$ cat src/hw/rtl/pmlc_pkg.sv
// Shared constants, types and helpers for the pattern matcher.
// No dependencies; every other RTL file except the assertion header refers to it by scoped names.
package pmlc_pkg;

  localparam int MAX_PATTERN  = 8;
  localparam int LINE_BITS    = 20;
  localparam int COLUMN_BITS  = 16;
  localparam int BYTE_BITS    = 8;
  localparam int PATTERN_BITS = 64;
  localparam int PLEN_BITS    = 4;
  localparam int CFG_IDX_BITS = 2;
  localparam int CFG_DATA_BITS = PATTERN_BITS;
  localparam int CNT_BITS     = $clog2(MAX_PATTERN + 1);
  localparam int IDX_BITS     = (MAX_PATTERN > 1) ? $clog2(MAX_PATTERN) : 1;

  localparam logic [BYTE_BITS-1:0] NEWLINE_BYTE = 8'h0A;

  localparam logic [CFG_IDX_BITS-1:0] REG_PATTERN_BYTES = CFG_IDX_BITS'(0);
  localparam logic [CFG_IDX_BITS-1:0] REG_PATTERN_LEN   = CFG_IDX_BITS'(1);

  typedef struct packed {
    logic [MAX_PATTERN-1:0][BYTE_BITS-1:0]   bytes;
    logic [MAX_PATTERN-1:0][LINE_BITS-1:0]   lines;
    logic [MAX_PATTERN-1:0][COLUMN_BITS-1:0] columns;
    logic [LINE_BITS-1:0]                    line;
    logic [COLUMN_BITS-1:0]                  column;
    logic [CNT_BITS-1:0]                     fresh;
  } win_t;

  typedef struct packed {
    logic accept;
    logic last;
  } step_t;

  typedef struct packed {
    logic                   found;
    logic [LINE_BITS-1:0]   line;
    logic [COLUMN_BITS-1:0] column;
  } hit_t;

  function automatic win_t win_reset();
    win_t w;
    w        = '0;
    w.line   = LINE_BITS'(1);
    w.column = COLUMN_BITS'(1);
    return w;
  endfunction

  // Count of window bytes taken since the last match, saturating at the window depth.
  function automatic logic [CNT_BITS-1:0] fresh_step(input logic [CNT_BITS-1:0] fresh);
    return (fresh < CNT_BITS'(MAX_PATTERN)) ? fresh + CNT_BITS'(1) : fresh;
  endfunction

endpackage

$ cat src/hw/rtl/pmlc_if.sv
// Request channels of the pattern matcher: text bytes in, match results out.
// Depends on pmlc_pkg for field widths.
interface pmlc_in_if;
  logic                           valid;
  logic                           ready;
  logic [pmlc_pkg::BYTE_BITS-1:0] text_byte;
  logic                           text_end;

  modport source (output valid, output text_byte, output text_end, input ready);
  modport sink   (input valid, input text_byte, input text_end, output ready);
endinterface

interface pmlc_out_if;
  logic                             valid;
  logic                             ready;
  logic                             match_found;
  logic [pmlc_pkg::LINE_BITS-1:0]   match_line;
  logic [pmlc_pkg::COLUMN_BITS-1:0] match_column;
  logic                             text_done;

  modport source (output valid, output match_found, output match_line,
                  output match_column, output text_done, input ready);
  modport sink   (input valid, input match_found, input match_line,
                  input match_column, input text_done, output ready);
endinterface

$ cat src/hw/rtl/pmlc_cfg_regs.sv
// Configuration registers: pattern bytes and pattern length.
// Depends on pmlc_pkg; hands out the clamped length in use.
module pmlc_cfg_regs (
  input  logic                                clk,
  input  logic                                rst_n,
  input  logic                                cfg_we,
  input  logic [pmlc_pkg::CFG_IDX_BITS-1:0]   cfg_idx,
  input  logic [pmlc_pkg::CFG_DATA_BITS-1:0]  cfg_data,
  output logic [pmlc_pkg::PATTERN_BITS-1:0]   pattern,
  output logic [pmlc_pkg::CNT_BITS-1:0]       eff_len
);

  logic [pmlc_pkg::PATTERN_BITS-1:0] pattern_r, pattern_nxt;
  logic [pmlc_pkg::PLEN_BITS-1:0]    plen_r, plen_nxt;

  always_comb begin
    pattern_nxt = pattern_r;
    plen_nxt    = plen_r;
    if (cfg_we) begin
      unique case (cfg_idx)
        pmlc_pkg::REG_PATTERN_BYTES: pattern_nxt = cfg_data[pmlc_pkg::PATTERN_BITS-1:0];
        pmlc_pkg::REG_PATTERN_LEN:   plen_nxt    = cfg_data[pmlc_pkg::PLEN_BITS-1:0];
        default: ;
      endcase
    end
  end

  always_ff @(posedge clk) begin
    if (!rst_n) begin
      pattern_r <= '0;
      plen_r    <= pmlc_pkg::PLEN_BITS'(1);
    end else begin
      pattern_r <= pattern_nxt;
      plen_r    <= plen_nxt;
    end
  end

  // Zero counts as one byte, anything above the window depth as the full window.
  always_comb begin
    if (plen_r == '0) begin
      eff_len = pmlc_pkg::CNT_BITS'(1);
    end else if (plen_r > pmlc_pkg::PLEN_BITS'(pmlc_pkg::MAX_PATTERN)) begin
      eff_len = pmlc_pkg::CNT_BITS'(pmlc_pkg::MAX_PATTERN);
    end else begin
      eff_len = pmlc_pkg::CNT_BITS'(plen_r);
    end
  end

  assign pattern = pattern_r;

endmodule

$ cat src/hw/rtl/pmlc_window.sv
// Sliding window of recent text bytes with their line and column, plus position counters.
// Depends on pmlc_pkg.
module pmlc_window (
  input  logic                           clk,
  input  logic                           rst_n,
  input  pmlc_pkg::step_t                step,
  input  logic [pmlc_pkg::BYTE_BITS-1:0] text_byte,
  input  logic                           found,
  output pmlc_pkg::win_t                 win
);

  pmlc_pkg::win_t win_r, win_nxt;

  always_comb begin
    win_nxt = win_r;
    if (step.accept) begin
      if (step.last) begin
        win_nxt = pmlc_pkg::win_reset();
      end else begin
        for (int j = 1; j < pmlc_pkg::MAX_PATTERN; j++) begin
          win_nxt.bytes[j]   = win_r.bytes[j-1];
          win_nxt.lines[j]   = win_r.lines[j-1];
          win_nxt.columns[j] = win_r.columns[j-1];
        end
        win_nxt.bytes[0]   = text_byte;
        win_nxt.lines[0]   = win_r.line;
        win_nxt.columns[0] = win_r.column;
        // Newline ends its line; next byte lands at column 1. Counters saturate.
        if (text_byte == pmlc_pkg::NEWLINE_BYTE) begin
          if (win_r.line != '1) win_nxt.line = win_r.line + pmlc_pkg::LINE_BITS'(1);
          win_nxt.column = pmlc_pkg::COLUMN_BITS'(1);
        end else if (win_r.column != '1) begin
          win_nxt.column = win_r.column + pmlc_pkg::COLUMN_BITS'(1);
        end
        win_nxt.fresh = found ? '0 : pmlc_pkg::fresh_step(win_r.fresh);
      end
    end
  end

  always_ff @(posedge clk) begin
    if (!rst_n) begin
      win_r <= pmlc_pkg::win_reset();
    end else begin
      win_r <= win_nxt;
    end
  end

  assign win = win_r;

endmodule

$ cat src/hw/rtl/pmlc_compare.sv
// Window compare: checks the newest bytes, incoming byte included, against the pattern.
// Depends on pmlc_pkg; purely combinational.
module pmlc_compare (
  input  pmlc_pkg::win_t                    win,
  input  logic [pmlc_pkg::BYTE_BITS-1:0]    text_byte,
  input  logic [pmlc_pkg::PATTERN_BITS-1:0] pattern,
  input  logic [pmlc_pkg::CNT_BITS-1:0]     eff_len,
  output pmlc_pkg::hit_t                    hit
);

  logic [pmlc_pkg::BYTE_BITS-1:0]   sh_bytes [pmlc_pkg::MAX_PATTERN];
  logic [pmlc_pkg::LINE_BITS-1:0]   sh_lines [pmlc_pkg::MAX_PATTERN];
  logic [pmlc_pkg::COLUMN_BITS-1:0] sh_cols  [pmlc_pkg::MAX_PATTERN];
  logic [pmlc_pkg::BYTE_BITS-1:0]   pat      [pmlc_pkg::MAX_PATTERN];
  logic [pmlc_pkg::MAX_PATTERN-1:0] eq;
  logic [pmlc_pkg::CNT_BITS-1:0]    pidx;
  logic [pmlc_pkg::CNT_BITS-1:0]    start_sel;
  logic [pmlc_pkg::CNT_BITS-1:0]    fresh_inc;
  logic                             match;

  // Window as it stands once the incoming byte is shifted in.
  always_comb begin
    sh_bytes[0] = text_byte;
    sh_lines[0] = win.line;
    sh_cols[0]  = win.column;
    for (int j = 1; j < pmlc_pkg::MAX_PATTERN; j++) begin
      sh_bytes[j] = win.bytes[j-1];
      sh_lines[j] = win.lines[j-1];
      sh_cols[j]  = win.columns[j-1];
    end
    for (int k = 0; k < pmlc_pkg::MAX_PATTERN; k++) begin
      pat[k] = pattern[pmlc_pkg::BYTE_BITS*k +: pmlc_pkg::BYTE_BITS];
    end
  end

  // Window slot j holds pattern byte len-1-j; slots past the length always agree.
  always_comb begin
    pidx = '0;
    for (int j = 0; j < pmlc_pkg::MAX_PATTERN; j++) begin
      pidx  = eff_len - pmlc_pkg::CNT_BITS'(1) - pmlc_pkg::CNT_BITS'(j);
      eq[j] = (pmlc_pkg::CNT_BITS'(j) >= eff_len) ||
              (sh_bytes[j] == pat[pidx[pmlc_pkg::IDX_BITS-1:0]]);
    end
  end

  assign fresh_inc = pmlc_pkg::fresh_step(win.fresh);
  assign match     = (fresh_inc >= eff_len) && (&eq);
  assign start_sel = eff_len - pmlc_pkg::CNT_BITS'(1);

  always_comb begin
    hit.found  = match;
    hit.line   = match ? sh_lines[start_sel[pmlc_pkg::IDX_BITS-1:0]] : '0;
    hit.column = match ? sh_cols[start_sel[pmlc_pkg::IDX_BITS-1:0]]  : '0;
  end

endmodule

$ cat src/hw/rtl/pmlc_out_stage.sv
// Result register between the matcher and the result channel.
// Depends on pmlc_pkg and pmlc_out_if.
module pmlc_out_stage (
  input  logic            clk,
  input  logic            rst_n,
  input  pmlc_pkg::step_t step,
  input  pmlc_pkg::hit_t  hit,
  output logic            can_take,
  pmlc_out_if.source      out_req
);

  logic           valid_r, valid_nxt;
  pmlc_pkg::hit_t hit_r, hit_nxt;
  logic           done_r, done_nxt;
  logic           has_result;

  assign has_result = hit.found || step.last;
  assign can_take   = !valid_r || out_req.ready;

  always_comb begin
    valid_nxt = valid_r;
    hit_nxt   = hit_r;
    done_nxt  = done_r;
    if (step.accept && has_result) begin
      valid_nxt = 1'b1;
      hit_nxt   = hit;
      done_nxt  = step.last;
    end else if (out_req.ready) begin
      valid_nxt = 1'b0;
    end
  end

  always_ff @(posedge clk) begin
    if (!rst_n) begin
      valid_r <= 1'b0;
    end else begin
      valid_r <= valid_nxt;
    end
  end

  always_ff @(posedge clk) begin
    hit_r  <= hit_nxt;
    done_r <= done_nxt;
  end

  assign out_req.valid        = valid_r;
  assign out_req.match_found  = hit_r.found;
  assign out_req.match_line   = hit_r.line;
  assign out_req.match_column = hit_r.column;
  assign out_req.text_done    = done_r;

endmodule

$ cat src/hw/rtl/pattern_match_line_column.sv
// Streaming pattern matcher: top level.
// Depends on pmlc_pkg, pmlc_if and the pmlc_* submodules.
//
// Takes one text byte per request on in_req and reports where a configured
// pattern of 1 to 8 bytes occurs, as the 1-based line and column of the
// match's first byte. Matches never overlap: after a hit, every byte of the
// next match must arrive after it. A newline belongs to the end of its line;
// the byte that follows it sits at column 1 of the next line. Line and column
// saturate at their all-ones values. A byte flagged text_end is searched like
// any other, always yields a result with text_done set (with the match, if it
// completes one), and returns the window and counters to their start values.
// Bytes that neither complete a match nor close a text yield no result.
// Rate: one byte per clock unless the result side stalls. The full 8-byte
// window is compared with the pattern combinationally, between the window
// registers and the result register, so a result appears on out_req in the
// cycle after its byte is taken. The single result register decouples the two
// sides: in_req.ready stays high while that register is empty or is being
// drained in the same cycle. Write pattern_bytes (index 0, first byte in the
// low 8 bits) and pattern_len (index 1, 0 acts as 1, above 8 acts as 8) on
// the cfg port only while no text is in flight. No clearing pass after reset.
module pattern_match_line_column (
  input  logic                               clk,
  input  logic                               rst_n,
  input  logic                               cfg_we,
  input  logic [pmlc_pkg::CFG_IDX_BITS-1:0]  cfg_idx,
  input  logic [pmlc_pkg::CFG_DATA_BITS-1:0] cfg_data,
  pmlc_in_if.sink                            in_req,
  pmlc_out_if.source                         out_req
);

  logic [pmlc_pkg::PATTERN_BITS-1:0] pattern;
  logic [pmlc_pkg::CNT_BITS-1:0]     eff_len;
  pmlc_pkg::win_t                    win;
  pmlc_pkg::hit_t                    hit;
  pmlc_pkg::step_t                   step;
  logic                              can_take;

  // A request is taken whenever the result register has room for its answer.
  assign in_req.ready = can_take;
  assign step.accept  = in_req.valid && can_take;
  assign step.last    = in_req.text_end;

  pmlc_cfg_regs u_cfg (
    .clk      (clk),
    .rst_n    (rst_n),
    .cfg_we   (cfg_we),
    .cfg_idx  (cfg_idx),
    .cfg_data (cfg_data),
    .pattern  (pattern),
    .eff_len  (eff_len)
  );

  // Hold recent bytes and their positions; advance on each accepted request.
  pmlc_window u_window (
    .clk       (clk),
    .rst_n     (rst_n),
    .step      (step),
    .text_byte (in_req.text_byte),
    .found     (hit.found),
    .win       (win)
  );

  // Compare the window, incoming byte included, against the pattern.
  pmlc_compare u_compare (
    .win       (win),
    .text_byte (in_req.text_byte),
    .pattern   (pattern),
    .eff_len   (eff_len),
    .hit       (hit)
  );

  // Register the result; drop requests that produce nothing.
  pmlc_out_stage u_out (
    .clk      (clk),
    .rst_n    (rst_n),
    .step     (step),
    .hit      (hit),
    .can_take (can_take),
    .out_req  (out_req)
  );

endmodule

$ cat src/flat_wrapper.sv
// flat-port wrapper written by rule: the top's interface ports become plain ports
module pattern_match_line_column_flat 
  (clk, rst_n, cfg_we, cfg_idx, cfg_data, in_req_valid, in_req_text_byte, in_req_text_end, in_req_ready, out_req_valid, out_req_match_found, out_req_match_line, out_req_match_column, out_req_text_done, out_req_ready);
  pmlc_in_if in_req_i ();
  pmlc_out_if out_req_i ();
  input  logic clk;
  input  logic rst_n;
  input  logic cfg_we;
  input  logic [pmlc_pkg::CFG_IDX_BITS-1:0] cfg_idx;
  input  logic [pmlc_pkg::CFG_DATA_BITS-1:0] cfg_data;
  input wire logic [$bits(in_req_i.valid)-1:0] in_req_valid;
  input wire logic [$bits(in_req_i.text_byte)-1:0] in_req_text_byte;
  input wire logic [$bits(in_req_i.text_end)-1:0] in_req_text_end;
  output wire logic [$bits(in_req_i.ready)-1:0] in_req_ready;
  output wire logic [$bits(out_req_i.valid)-1:0] out_req_valid;
  output wire logic [$bits(out_req_i.match_found)-1:0] out_req_match_found;
  output wire logic [$bits(out_req_i.match_line)-1:0] out_req_match_line;
  output wire logic [$bits(out_req_i.match_column)-1:0] out_req_match_column;
  output wire logic [$bits(out_req_i.text_done)-1:0] out_req_text_done;
  input wire logic [$bits(out_req_i.ready)-1:0] out_req_ready;
  assign in_req_i.valid = in_req_valid;
  assign in_req_i.text_byte = in_req_text_byte;
  assign in_req_i.text_end = in_req_text_end;
  assign in_req_ready = in_req_i.ready;
  assign out_req_valid = out_req_i.valid;
  assign out_req_match_found = out_req_i.match_found;
  assign out_req_match_line = out_req_i.match_line;
  assign out_req_match_column = out_req_i.match_column;
  assign out_req_text_done = out_req_i.text_done;
  assign out_req_i.ready = out_req_ready;
  pattern_match_line_column u_core (.clk(clk), .rst_n(rst_n), .cfg_we(cfg_we), .cfg_idx(cfg_idx), .cfg_data(cfg_data), .in_req(in_req_i), .out_req(out_req_i));
endmodule
$ cat config.mk
export PLATFORM = sky130hd
export DESIGN_NAME = pattern_match_line_column_flat
export DESIGN_NICKNAME = d
export VERILOG_FILES = /design/src/hw/rtl/pmlc_pkg.sv /design/src/hw/rtl/pmlc_if.sv /design/src/hw/rtl/pmlc_cfg_regs.sv /design/src/hw/rtl/pmlc_window.sv /design/src/hw/rtl/pmlc_compare.sv /design/src/hw/rtl/pmlc_out_stage.sv /design/src/hw/rtl/pattern_match_line_column.sv /design/src/flat_wrapper.sv
export SDC_FILE = /design/constraint.sdc
export NUM_CORES = 1
export LEC_CHECK = 0
export ABC_AREA = 0
export BUFFER_PORTS_ARGS = -buffer_cell sky130_fd_sc_hd__buf_2
export CORE_MARGIN = 2
export CORE_UTILIZATION = 42
export DETAILED_ROUTE_END_ITERATION = 12
export GPL_TIMING_DRIVEN = 0
export PLACE_DENSITY = 0.58
export SLEW_MARGIN = 20
export SYNTH_ARGS = -nofsm -noshare
export SYNTH_HDL_FRONTEND = slang
export SYNTH_HIERARCHICAL = 1
export SYNTH_SLANG_ARGS = --single-unit
$ cat constraint.sdc
create_clock -name clk -period 13.25 [get_ports clk]
set_clock_uncertainty 0.15 [all_clocks]
set_input_delay 3.3125 -clock clk [delete_from_list [all_inputs] [get_ports clk]]
set_output_delay 3.3125 -clock clk [all_outputs]
set_load 0.05 [all_outputs]
; ---- Yosys cells after proc, flatten, opt, wreduce, memory -nomap -nowiden
; Index checks and enable logic that the tools add are counted.
[classes]
add_sub_neg = 11
order_cmp = 19
eq_ne = 12
n_mux = 41
bitwise_logic = 8
reduce_logical = 25
[ops]
columns = cell, n
row1 = $mux 384, 1
row2 = $bmux 8 s3, 8
row3 = $mux 8, 16
row4 = $mux 20, 4
row5 = $eq 8x8->1, 8
row6 = $mux 16, 4
row7 = $bmux 20 s3, 1
row8 = $bmux 16 s3, 1
row9 = $ge 4x4->1 const B, 8
row10 = $not 3->4, 8
row11 = $add 20x1->20 const B, 1
row12 = $ne 20x20->1 const B, 1
row13 = $add 16x1->16 const B, 1
row14 = $ge 3x4->1 const A, 4
row15 = $mux 4, 4
row16 = $ne 16x16->1 const B, 1
row17 = $sub 3x3->3 const B, 4
row18 = $logic_or 1x1->1, 10
row19 = $eq 8x4->1 const B, 1
row20 = $ge 1x4->1 const A, 2
row21 = $ge 2x4->1 const A, 2
row22 = $reduce_and 8->1, 1
row23 = $reduce_and 2->1, 3
row24 = $reduce_bool 2->1, 3
row25 = other kinds (14), 19
[totals]
regBits = 455
elab_cells = 147

; ---- Longest topological paths before layout
; Gate-level depths: netlist of the first run.
[depth]
depth_word = 16
mapped_depth = 25
mapped_depth_nobuf = 17

; ---- Cells and area by module
; The synthesis of the first run kept the hierarchy.
[modules_own_cells]
columns = mod, instances, cells_per_inst, area_each_um2
row1 = pmlc_window, 1, 2129, 16380.7
row2 = pmlc_compare, 1, 470, 5968.2
row3 = pmlc_cfg_regs, 1, 298, 2802.7
row4 = pmlc_out_stage, 1, 43, 1191.1
row5 = pattern_match_line_column, 1, 1, 6.3

; ---- Worst setup path after synthesis of the first run
; No wires, ideal clock.
[synth_timing]
path_type = input port to output port
startpoint = input port out_req_ready
endpoint = output port in_req_ready
arrival_time_ns = 3.512
path_slack_ns = 6.275
path_stages = 1
cell_sequence = nand2b_4
[synth_between]
elab_chain_len = 1
[synth_lines]
columns = item, line_no
row1 = from (decl), flat_wrapper.sv:20  ; input wire logic [$bits(out_req_i.ready)-1:0] out_req_ready;
row2 = $logic_or 1x1->1, pmlc_out_stage.sv:18  ; assign can_take = !valid_r || out_req.ready;
row3 = to (decl), flat_wrapper.sv:14  ; output wire logic [$bits(in_req_i.ready)-1:0] in_req_ready;
; No other way between the ends.

; ---- Worst setup path in the final report of the first run
[layout_timing]
startpoint = register u_core/u_cfg/plen_r[1] (netlist bit)
endpoint = register u_core.u_out.hit_r, in the netlist u_core/u_out/out_req.match_column[1] (enable)
[layout_between]
elab_chain_len = 15
[layout_lines]
columns = item, line_no
row1 = from (decl), pmlc_cfg_regs.sv:14  ; logic [pmlc_pkg::PLEN_BITS-1:0] plen_r, plen_nxt;
row2 = from (signal assigned), pmlc_cfg_regs.sv:31  ; plen_r <= pmlc_pkg::PLEN_BITS'(1);
row3 = from (signal assigned), pmlc_cfg_regs.sv:34  ; plen_r <= plen_nxt;
row4 = $gt 4x4->1, pmlc_cfg_regs.sv:42  ; end else if (plen_r > pmlc_pkg::PLEN_BITS'(pmlc_pkg::MAX_PATTERN)) begin
row5 = $mux 4, pmlc_cfg_regs.sv:42
row6 = $mux 4 (*), pmlc_cfg_regs.sv:40  ; if (plen_r == '0) begin
row7 = "via u_core.eff_len, one bit", pattern_match_line_column.sv:32  ; logic [pmlc_pkg::CNT_BITS-1:0] eff_len;
row8 = $sub 3x1->3, pmlc_compare.sv:40  ; pidx = eff_len - pmlc_pkg::CNT_BITS'(1) - pmlc_pkg::CNT_BITS'(j);
row9 = "$sub 3x1->3, or another cell as far along", pmlc_compare.sv:40
row10 = $not 3->4 (implied by the code), pmlc_compare.sv:42  ; (sh_bytes[j] == pat[pidx[pmlc_pkg::IDX_BITS-1:0]]);
row11 = $bmux 8 s3, pmlc_compare.sv:42
row12 = $mux 8 (implied by the code) (2 in a row), pmlc_compare.sv:42
row13 = $eq 8x8->1, pmlc_compare.sv:42
row14 = $logic_or 1x1->1, pmlc_compare.sv:41  ; eq[j] = (pmlc_pkg::CNT_BITS'(j) >= eff_len) ||
row15 = $reduce_and 8->1, pmlc_compare.sv:47  ; assign match = (fresh_inc >= eff_len) && (&eq);
row16 = $logic_and 1x1->1 (*), pmlc_compare.sv:47
row17 = via u_core.u_compare.match, pmlc_compare.sv:19  ; logic match;
row18 = $logic_or 1x1->1 (*), pmlc_out_stage.sv:17  ; assign has_result = hit.found || step.last;
row19 = $logic_and 1x1->1 (*), pmlc_out_stage.sv:24  ; if (step.accept && has_result) begin
row20 = to (signal assigned), pmlc_out_stage.sv:42  ; hit_r <= hit_nxt;
row21 = to (decl), pmlc_out_stage.sv:13  ; pmlc_pkg::hit_t hit_r, hit_nxt;
; The timed path passes the listed nets; every way through them passes the cells marked *. The select of a mux whose other input is x is not followed.
; A chain may end at the register's enable or synchronous reset.

==> results.txt, run 1 <==
* Synthesized area per cell: between 9 and 10 sq um
- Net count reported at finish: 2979
- With fillers left out, the area of the finished cells amounts to 27900 sq um.
* Worst Hold Class: reg -> reg
* Number of detailed-routing iterations run before antenna repair: 5
- Pin count of the biggest net entering global routing: 26
- Number of cell instances on the worst register-to-register path: 22
- Global routing used 24.6% of the available tracks.
* Status: finished clean
- Before CTS, the worst setup slack after placement is 5640 ps.
- The clock reaches the later pin of the worst-skew pair after 620 ps.
- Crit. End Element: flip-flop
- Summed over all layers, the global routing overflow is 0.
- In the finished design, the share of the clock period the worst path needs comes to ~57%.
* Area enclosed by the die boundary: 60600 sq um
* Post-cts sizing count: 0
- Dominant cell type by count on the critical path: sky130_fd_sc_hd__nor2_1
- Once placement finished, the instance area stood at 26200 sq um.
- Filler cell count in the final layout: approximately 5600
- The repair_antennas step left the layout with diodes totalling 0.
* Part of the total power dissipated in sequential elements: 44.2%
- The number of nets in the synthesized netlist is 2806.
* H-tree depth: 2
- Along the worst path, the maximum fanout reaches 25.
- The first global-routing pass estimated 116000 um of wire.
* Number of hold buffers added after cts: 0
- Count of mapped cells out of synthesis: 2714
- Row count: 88
* Proportion of layout cells with a drive suffix above 1: 15.3%
* Yosys warnings: 6
* Highest-count cells in the layout ignoring fill and taps: sky130_fd_sc_hd__nand2_1 (459), sky130_fd_sc_hd__dfxtp_1 (417), sky130_fd_sc_hd__a21oi_1 (296), sky130_fd_sc_hd__nor2_1 (289), sky130_fd_sc_hd__nor2b_1 (289)
* Sequence of cells on the critical path: o21ba_2 -> nor2_1 -> buf_6 -> buf_4 -> buf_2 -> inv_2 -> ha_1 -> buf_2 -> clkbuf_1 -> mux4_2 -> mux2i_1 -> xnor2_1 -> nor2_1 -> nand4_1 -> o32ai_2 -> nand3_2 -> buf_6 -> nor2_1 -> buf_4 -> o21ai_1 -> inv_2 -> buf_12
* Initial core utilization: 42.6%
- Post-route DRC: 0
* Fin cells: 3695
* Core region area: just under 60000 sq um
- In this run the deepest clock path goes through 3 buffers.
- Overall power after layout: between 3 and 4 mW
- STA classifies the critical path startpoint as a flip-flop.
* Portion of total power attributed to combinational logic: between 10% and 20%
* Hold depth: 1
- The routed design could run at a clock period as short as 7580 ps.
- Via Count: 20100
- Cell Int Power: 2.37 mW
- Width of the chip: 246 um
- The clock network accounts for about 44% of the total power.
- Setup violations remaining at the end of the flow were counted as 0.
* Final routed wirelength across all metal layers: 74400 um
- For this design the top-level I/O count stands at 120.
* HPWL after detailed placement: 57100 um
- Switch share: a little over a quarter
- Counting every sink on the clock net gives between 400 and 500.
- In this run the remaining antenna-violating nets after routing total 0.
- The number of clock buffers added by TritonCTS is 51.
- Fin. max-slew vios: 0
- Power spread over the standard cell area amounts to between 100 and 150 nW/um^2.
* Port buffer count: 119
* Total Negative Setup Slacks: 0 ps
- Summed instance area of the synthesized netlist: 24600 sq um
* Final hold violations: 0
- Max-slew headroom at the worst pin: 34.4%
* DIE HEIGHT: 246 um
- For this design, the slowest cell found on the critical path is sky130_fd_sc_hd__clkbuf_1.
* RSZ-0062 raised after global routing: false
- Final weighted congestion in routability-driven placement: 0.948
- Clock-pin slew was measured on the worst setup and hold paths at 60 ps.
- Final critical-path setup slack: 5670 ps
- Post-CTS timing repair inserted 0 buffers for setup.
* Critical Setup Path Class: reg -> reg
- Maximum single-stage delay on the critical path: 620 ps
* WP data arrival: 7730 ps
- Fmax achieved: 132 MHz
* Synth-to-Final Area Change: 13.3%
* WL/cell: a little over 20 um
* First DRT Iteration DRCs: 1383
- Leaving out fill and tap cells, the most frequent cell in the layout is sky130_fd_sc_hd__nand2_1.
- Maximum VDD drop: 0.102 mV
- Summed over all nets, the switching power comes to 0.847 mW.
- The number of placed instances, taps included, is 3599.
- The tool flagged a number of max-cap violations equal to 0.
- Clock tree synthesis selected as its root buffer the cell sky130_fd_sc_hd__clkbuf_16.
* Number of antenna violations at the first check in global routing: 1
- TritonCTS built the clock tree.
- The via count of the first global-routing pass was between 20000 and 25000.
- In this run the static leakage power is 9.48 nW.
* Least-Margin Pin Slew: 984 ps
- Worst path required time: 13400 ps
- After detailed routing, the number of vias per cell comes to 5.43.
stage by stage:
stage	utilization, %	hold WS, ps
floorplan	-	276
global route	48.2	358
CTS	48.2	322
global placement	45.3	305
detailed placement	45.3	296
finish	48.2	317
flip-flops by register name (all words and copies together) (netlist names):
signal,flops
u_core/u_cfg/pattern,64
u_core/u_out/out_req.match_column,16
u_core/u_out/out_req.text_done,1
u_core/u_window/win,348
u_core/u_cfg/plen_r,4
u_core/u_out/out_req.match_found,1
u_core/u_out/out_req.valid,1
u_core/u_out/out_req.match_line,20
per-layer routing:
layer / vias up / global-route usage (%) / part of all wire, %
li1: 9673 / - / -
met1: 9672 / 30.3 / 41
met2: 579 / 43.4 / 50
met3: 145 / 3.13 / 5.2
met4: 2 / 10.2 / 4.0
met5: - / 0 / 0.012
final timing paths:
| path | from | end | slack (ps) |
|---|---|---|---|
| worst max-delay path | u_core/u_cfg/plen_r[1]$_SDFFE_PN0P_ | u_core/u_out/out_req.match_column[1]$_DFFE_PP_ | 5670 |
| worst min-delay path | u_core/u_cfg/plen_r[0]$_SDFFE_PN1P_ | u_core/u_cfg/plen_r[0]$_SDFFE_PN1P_ | 320 |
| worst max register to register | u_core/u_cfg/plen_r[1]$_SDFFE_PN0P_ | u_core/u_out/out_req.match_column[1]$_DFFE_PP_ | 5670 |
| worst min register to register | u_core/u_cfg/plen_r[0]$_SDFFE_PN1P_ | u_core/u_cfg/plen_r[0]$_SDFFE_PN1P_ | 320 |
power by group through the flow:
| stage | sequential, mW | clock, mW | combinational, mW |
|---|---|---|---|
| after detailed placement | 1.45 | 0 | 0.366 |
| after CTS | 1.42 | 1.46 | 0.367 |
| after global routing | 1.42 | 1.51 | 0.392 |
| after global placement | 1.45 | 0 | 0.361 |
| final | 1.42 | 1.43 | 0.367 |
| after floorplan | 1.46 | 0 | 0.238 |
worst max-delay path, delay by kind of cell (launching register included):
kind | cells | cell delay (ps)
flops | 1 | 350
buf+inv | 10 | 3160
simple gates | 5 | 1430
mux | 2 | 960
fa+ha+maj | 1 | 380
xor+xnor | 1 | 120
compound gates | 3 | 670
layout make-up:
class                           instances  area (sq um)  area share (%)
Multi-Input combinational cell       2016         14000            50.1
Tap cell                              765           957            3.43
Sequential cell                       455          9490            34.0
Buffer                                233          1120            4.03
Clock buffer                           69          1430            5.11
Inverter                               10          37.5           0.135
Clock inverter                         27           270           0.969
Timing Repair Buffer                  120           616            2.21
No activity file was read; power rests on OpenSTA's default activity.
==> run 2: changes to the inputs <==
- clock period: 13.25 -> 7.2 ns (I/O delays scaled with it)
==> run 2 against run 1 <==
Global-route usage up 0.056 points; via count up 0.19%; sequential power up 84%; power up 84%; sequential share of layout area about the same; combinational power up 85%; critical path type unchanged; largest cell class unchanged.
==> results.txt, run 2 (same netlist as run 1, synthesis figures left out) <==
* Final Setup Violations: 0
- WP data arrival: 7040 ps
- Total Negative Setup Slacks: 0 ps
* Max-slew headroom at the worst pin: roughly a third
- Worst path required time: approximately 7400 ps
* Worst-case clock buffer depth: 3
- In this run the worst hold path is classified as reg -> reg.
- Width of the chip: 246 um
- Clk sink count: 455
* Slowest CP cell: sky130_fd_sc_hd__o21ai_1
- Walking the worst path, the cells encountered are o21ba_2 -> nor2_2 -> buf_6 -> buf_4 -> buf_2 -> inv_2 -> ha_1 -> buf_4 -> buf_4 -> buf_4 -> buf_2 -> mux4_2 -> mux2i_1 -> xor2_1 -> nand4_1 -> nor3_1 -> o211ai_4 -> buf_6 -> nor2_1 -> buf_4 -> o21ai_1 -> inv_4 -> buf_12.
* Area of the multi-input gates: 14000 sq um
- STA classifies the critical path startpoint as a flip-flop.
* First DRT Iteration DRCs: 1481
- For the pin with the worst max-slew slack, the measured transition is 980 ps.
- Relative to the synthesized area, the layout overhead comes to 13.5%.
* Filler cell count in the final layout: 5558
* Flip-flop count of the largest register after layout: 348
- Power per cell area: 212 nW/um^2
* TritonCTS clock tree: done
- Leakage component of the power: roughly 9.5 nW
- DIE HEIGHT: 246 um
- Aggregate global-route resource usage: 24.7%
* WL/cell: slightly above 20 um
- Detailed placement finished with a half-perimeter wire length of 57100 um.
- Vias in the first global route: 20100
- Post-route DRC: 0
- Timing analysis after detailed placement gives a worst setup slack of -409 ps.
- After floorplanning, the core was sized to cover about 58000 sq um.
* Worst-skew pair later-pin latency: 620 ps
* Clock transition at the register clock pins on the worst setup and hold paths after CTS: roughly 60 ps
* Shortest period the worst path allows: 6830 ps
- Entering global routing, the biggest net connects 26 pins.
- STA classifies the critical path endpoint as a flip-flop.
- For this block, the routed nets add up to 74400 um of wire.
- The critical path is of the reg -> reg type.
- The detail route stage leaves a number of antenna-violating nets equal to 0.
- The number of slew-limit violations in the final report was 0.
- RSZ-0062 raised after global routing: false
- Max_cap viols: 0
- Registers take 9490 sq um.
- Power comes to 5.92 mW.
- Root Buffer Master: sky130_fd_sc_hd__clkbuf_16
* Detail-routed via count per cell: 5.44
- Final cycle utilization of the critical path: 94.8%
* Dominant cell type by count on the critical path: sky130_fd_sc_hd__buf_4
- The first global-routing pass estimated 116000 um of wire.
* Maximum VDD drop: 0.187 mV
* Total clock buffers created by CTS: 51
- The top cell types in the final layout, fill and taps aside, are sky130_fd_sc_hd__nand2_1 (459), sky130_fd_sc_hd__dfxtp_1 (417), sky130_fd_sc_hd__a21oi_1 (296), sky130_fd_sc_hd__nor2b_1 (289), sky130_fd_sc_hd__nor2_1 (288).
* Final critical-path setup slack: 373 ps
- Once the floorplan was initialized, standard cells occupied between 40% and 50% of the core.
- The final route contains just over 20000 vias.
* Area enclosed by the die boundary: roughly 61000 sq um
* Maximum single-stage delay on the critical path: 530 ps
* Proportion of layout cells with a drive suffix above 1: ~15%
* Port buffer count: 119
* Row count: 88
- Timing would allow up to about 150 MHz.
- Status: finished clean
* Final weighted congestion in routability-driven placement: 0.948
- The first detailed-routing pass ran for 5 iterations.
* Number of antenna violations at the first check in global routing: 1
- Count of antenna diodes in the layout: 0
- I/O pins: 120
- Summed over all layers, the global routing overflow is 0.
- The net count of the finished layout is roughly 3000.
- Most common library cell in the layout ignoring fill and taps: sky130_fd_sc_hd__nand2_1
- H-tree depth: 2
* Crit-path max FO: 25
- Final hold violations: 0
run 2: cell types whose count changed in the layout (fill, tap and decap cells not counted):
cell,delta
sky130_fd_sc_hd__buf_2,+1
sky130_fd_sc_hd__nand3_4,+1
sky130_fd_sc_hd__buf_1,-1
sky130_fd_sc_hd__inv_4,+1
sky130_fd_sc_hd__buf_4,+3
sky130_fd_sc_hd__inv_2,-1
sky130_fd_sc_hd__nand3_2,-1
sky130_fd_sc_hd__clkbuf_1,-2
sky130_fd_sc_hd__clkbuf_2,+2
sky130_fd_sc_hd__nor2_2,+1
sky130_fd_sc_hd__nor2_1,-1
run 2: metrics by stage:
stage	instances	hold WS [ps]	instance area (sq um)	utilization, %
after floorplan	2714	276	24600	-
after global placement	3598	305	26200	45.3
after detailed placement	3599	296	26200	45.3
after CTS	3696	322	27900	48.3
after global routing	3698	358	27900	48.3
final	3698	319	27900	48.3
run 2: worst paths after layout:
| path | start | to | slack (ps) | cells after the start |
|---|---|---|---|---|
| max | u_core/u_cfg/plen_r[1]$_SDFFE_PN0P_ | u_core/u_out/out_req.match_line[5]$_DFFE_PP_ | 370 | 23 |
| min | u_core/u_cfg/plen_r[0]$_SDFFE_PN1P_ | u_core/u_cfg/plen_r[0]$_SDFFE_PN1P_ | 320 | 1 |
| max reg2reg | u_core/u_cfg/plen_r[1]$_SDFFE_PN0P_ | u_core/u_out/out_req.match_line[5]$_DFFE_PP_ | 370 | 23 |
| min reg2reg | u_core/u_cfg/plen_r[0]$_SDFFE_PN1P_ | u_core/u_cfg/plen_r[0]$_SDFFE_PN1P_ | 320 | 1 |
run 2: routing by layer:
layer | global-route usage (%) | share of wire (%) | vias to the layer above | wire [um]
met5 | 0 | 0.011 | - | 8
met4 | 9.96 | 4.3 | 2 | 3160
met3 | 2.94 | 4.8 | 155 | 3550
met2 | 43.6 | 49 | 559 | 36800
met1 | 30.4 | 41 | 9690 | 30900
li1 | - | - | 9703 | -
run 2: final cells by class:
cell class                 count  area share, %
buffer                       233           4.04
clock inverter                27          0.968
tap                          765           3.43
multi-input combinational   2016           50.1
clock buffer                  69           5.10
sequential                   455           34.0
timing repair buffer         123           2.28
inverter                      10          0.143
run 2: repair_timing:
action / in CTS / in global routing
pin swaps: 1 / 1
endpoints found under the setup margin: 38 / 38
setup buffers: 1 / 2
hold buffers: 0 / 0
gates resized for setup: 4 / 3
run 2: worst max-delay path, delay by kind of cell, from the launching register on:
family,cells,cell delay [ps]
adders and majority gates,1,380
DFF,1,340
xor gates and xnor gates,1,130
and+or+nand+nor,4,540
buffers and inverters,12,3080
muxes,2,790
AOI/OAI and AO/OA,3,1090
run 2: report_power, final:
part / internal, mW / switching [mW]
Combinational: 0.245 / 0.435
Sequential: 2.58 / 0.0337
Clock: 1.54 / 1.09
Total: 4.36 / 1.56
==> run 3: changes to the inputs <==
- PLACE_DENSITY: 0.58 -> default
- RECOVER_POWER: default -> 25
==> run 3 against run 2 <==
The run now ends with capacitance limit, slew limit left; clock-buffer cell count is 9 higher; critical path type unchanged; register-to-register slack worse by 80 ps; wire length fell by 0.84%; highest routed layer unchanged; sequential power barely moved; non-clock buffer count decreased by 2; final cell count did not move; power up 1.1%.
==> results.txt, run 3 (same netlist as run 1, synthesis figures left out) <==
- The flow ran to the end, but the final reports show violations.
* Violated checks: capacitance limit, slew limit
- The worst path in the final design needs a cycle of 6910 ps, including I/O delays and setup.
- Critical Setup Path Class: reg -> reg
- Net count reported at finish: 2981
- The worst setup path is launched from a flip-flop.
- Number of placed cells counting well taps: 3599
* Slowest CP cell: sky130_fd_sc_hd__buf_2
- In the final timing run, aggregate negative setup slack is 0 ps.
- Dominant cell type by count on the critical path: sky130_fd_sc_hd__buf_4
* Proportion of layout cells with a drive suffix above 1: 13.5%
* WL/cell: approximately 20 um
- DIE HEIGHT: 246 um
* Number of detailed-routing iterations run before antenna repair: 5
- Worst path required time: 7400 ps
* Power per cell area: 215 nW/um^2
* Pin count of the biggest net entering global routing: 26
- Area enclosed by the die boundary: 60600 sq um
* TritonCTS clock tree: done
- Max_cap viols: 1
- Highest-count cells in the layout ignoring fill and taps: sky130_fd_sc_hd__nand2_1 (459), sky130_fd_sc_hd__dfxtp_1 (417), sky130_fd_sc_hd__a21oi_1 (297), sky130_fd_sc_hd__nor2b_1 (289), sky130_fd_sc_hd__nor2_1 (288)
- After filler insertion, the fill cell instance count of the layout stands at 5488.
- Final Setup Violations: 0
* Synth-to-Final Area Change: 13.2%
* Sequence of cells on the critical path: o21ba_2 -> nor2_2 -> buf_6 -> buf_4 -> buf_2 -> inv_2 -> ha_1 -> buf_4 -> buf_4 -> buf_4 -> buf_2 -> mux4_2 -> mux2i_1 -> xor2_1 -> nand4_1 -> nor3_1 -> o211ai_4 -> buf_6 -> nor2_1 -> buf_4 -> o21ai_1 -> clkinv_2 -> buf_12
* HPWL after detailed placement: 56800 um
- Fmax achieved: 145 MHz
- For this run, design rule violations remaining after detail routing come to 0.
* GR Overflow Total: 0
- For this run, the slowest stage of the critical path takes 480 ps.
- Maximum VDD drop: 0.171 mV
* WP data arrival: ~7100 ps
- Clock transition at the register clock pins on the worst setup and hold paths after CTS: 60 ps
* Crit. End Element: flip-flop
- Final routed wirelength across all metal layers: 73800 um
- The number of buffers and inverters on the critical path is 12.
- Count of antenna diodes in the layout: 0
* Aggregate global-route resource usage: 24.3%
* Final weighted congestion in routability-driven placement: about 0.96
- The clock tree synthesis step divided the H-tree into 2 levels.
* Most common library cell in the layout ignoring fill and taps: sky130_fd_sc_hd__nand2_1
- Final hold violations: 0
- The core region is 57800 sq um.
- Crit-path max FO: 25
* Worst Hold Class: reg -> reg
- The detail route stage leaves a number of antenna-violating nets equal to 0.
- Final cycle utilization of the critical path: 96.0%
* Initial core utilization: 42.6%
- During placement, the flow inserted port buffers numbering between 100 and 150.
- Detail-routed via count per cell: 5.41
* Clk sink count: 455
- In the final layout, the multi-input gates occupy 14000 sq um.
- Excluding fillers, the count of instances in the completed layout stands at between 3000 and 4000.
* Worst-skew pair later-pin latency: 620 ps
- I/O pins: 120
- Least-Margin Pin Slew: 1740 ps
* Vias in the first global route: ~20000
- Counting along the longest clock path gives a buffer depth of 3.
- The number of antenna violations at the first check in global routing is 2.
- Fin. max-slew vios: 7
* First DRT Iteration DRCs: 1474
- The register with the most flip-flops in the layout has ~350 of them.
- The number of hold buffers added after CTS was 0.
- Detailed routing inserted a total of 20000 vias.
- Worst path top cell family by delay: buffers and inverters
- Clock tree synthesis selected as its root buffer the cell sky130_fd_sc_hd__clkbuf_16.
- Row count: between 80 and 90
- Clock tree synthesis inserted a total of 52 buffers.
- The analysis attributes to cell leakage a power of 9.35 nW.
- Across the whole layout, storage elements account for 9490 sq um.
- Max-slew headroom at the worst pin: -18.9%
- The die is 246 um wide.
* First-pass GRT wire length: 114000 um
run 3: final cells by class:
| type | count | share of cell area, % |
|---|---|---|
| well taps | 765 | 3.44 |
| clock buffers | 78 | 5.53 |
| repair buffers | 121 | 2.05 |
| plain buffers | 233 | 3.98 |
| inverters | 10 | 0.139 |
| clock inverters | 20 | 0.723 |
| multi-input cells | 2016 | 50.1 |
| flip-flops and latches | 455 | 34.1 |
run 3: path summary, 6_finish.rpt:
| check | from | to | slack (ps) | cells past startpoint |
|---|---|---|---|---|
| max | u_core/u_cfg/plen_r[1]$_SDFFE_PN0P_ | u_core/u_out/out_req.match_column[5]$_DFFE_PP_ | 290 | 23 |
| min | u_core/u_cfg/plen_r[0]$_SDFFE_PN1P_ | u_core/u_cfg/plen_r[0]$_SDFFE_PN1P_ | 320 | 1 |
| max reg2reg | u_core/u_cfg/plen_r[1]$_SDFFE_PN0P_ | u_core/u_out/out_req.match_column[5]$_DFFE_PP_ | 290 | 23 |
| min reg2reg | u_core/u_cfg/plen_r[0]$_SDFFE_PN1P_ | u_core/u_cfg/plen_r[0]$_SDFFE_PN1P_ | 320 | 1 |
run 3: report_power, final:
part           switching (mW)  leakage, nW  internal [mW]
registers              0.0334         3.74           2.58
logic                   0.432         4.76          0.240
clock network            1.11        0.859           1.59
total                    1.58         9.35           4.41
run 3: per-layer routing:
metal / routed length [um] / vias to the layer above / global-route usage [%]
met1: 31200 / 9599 / 30.2
met2: 36100 / 554 / 42.2
met4: 2920 / 2 / 9.47
met3: 3540 / 156 / 3.64
met5: 13 / - / 0
li1: - / 9705 / -
run 3: what timing repair did:
item	CTS	global route
gates resized for setup	4	2
pin swaps	1	0
endpoints found under the setup margin	38	38
buffers inserted	1	0
run 3: metrics by stage:
stage	setup slack [ps]	cell area (sq um)	total power [mW]	hold WS, ps	utilization, %
after floorplan	1510	24600	3.12	276	-
after global placement	-1230	26200	3.33	302	45.3
after detailed placement	-301	26200	3.34	305	45.3
after CTS	118	28000	6.04	316	48.4
after global routing	-19.4	27900	6.19	352	48.2
final	290	27900	5.98	320	48.2
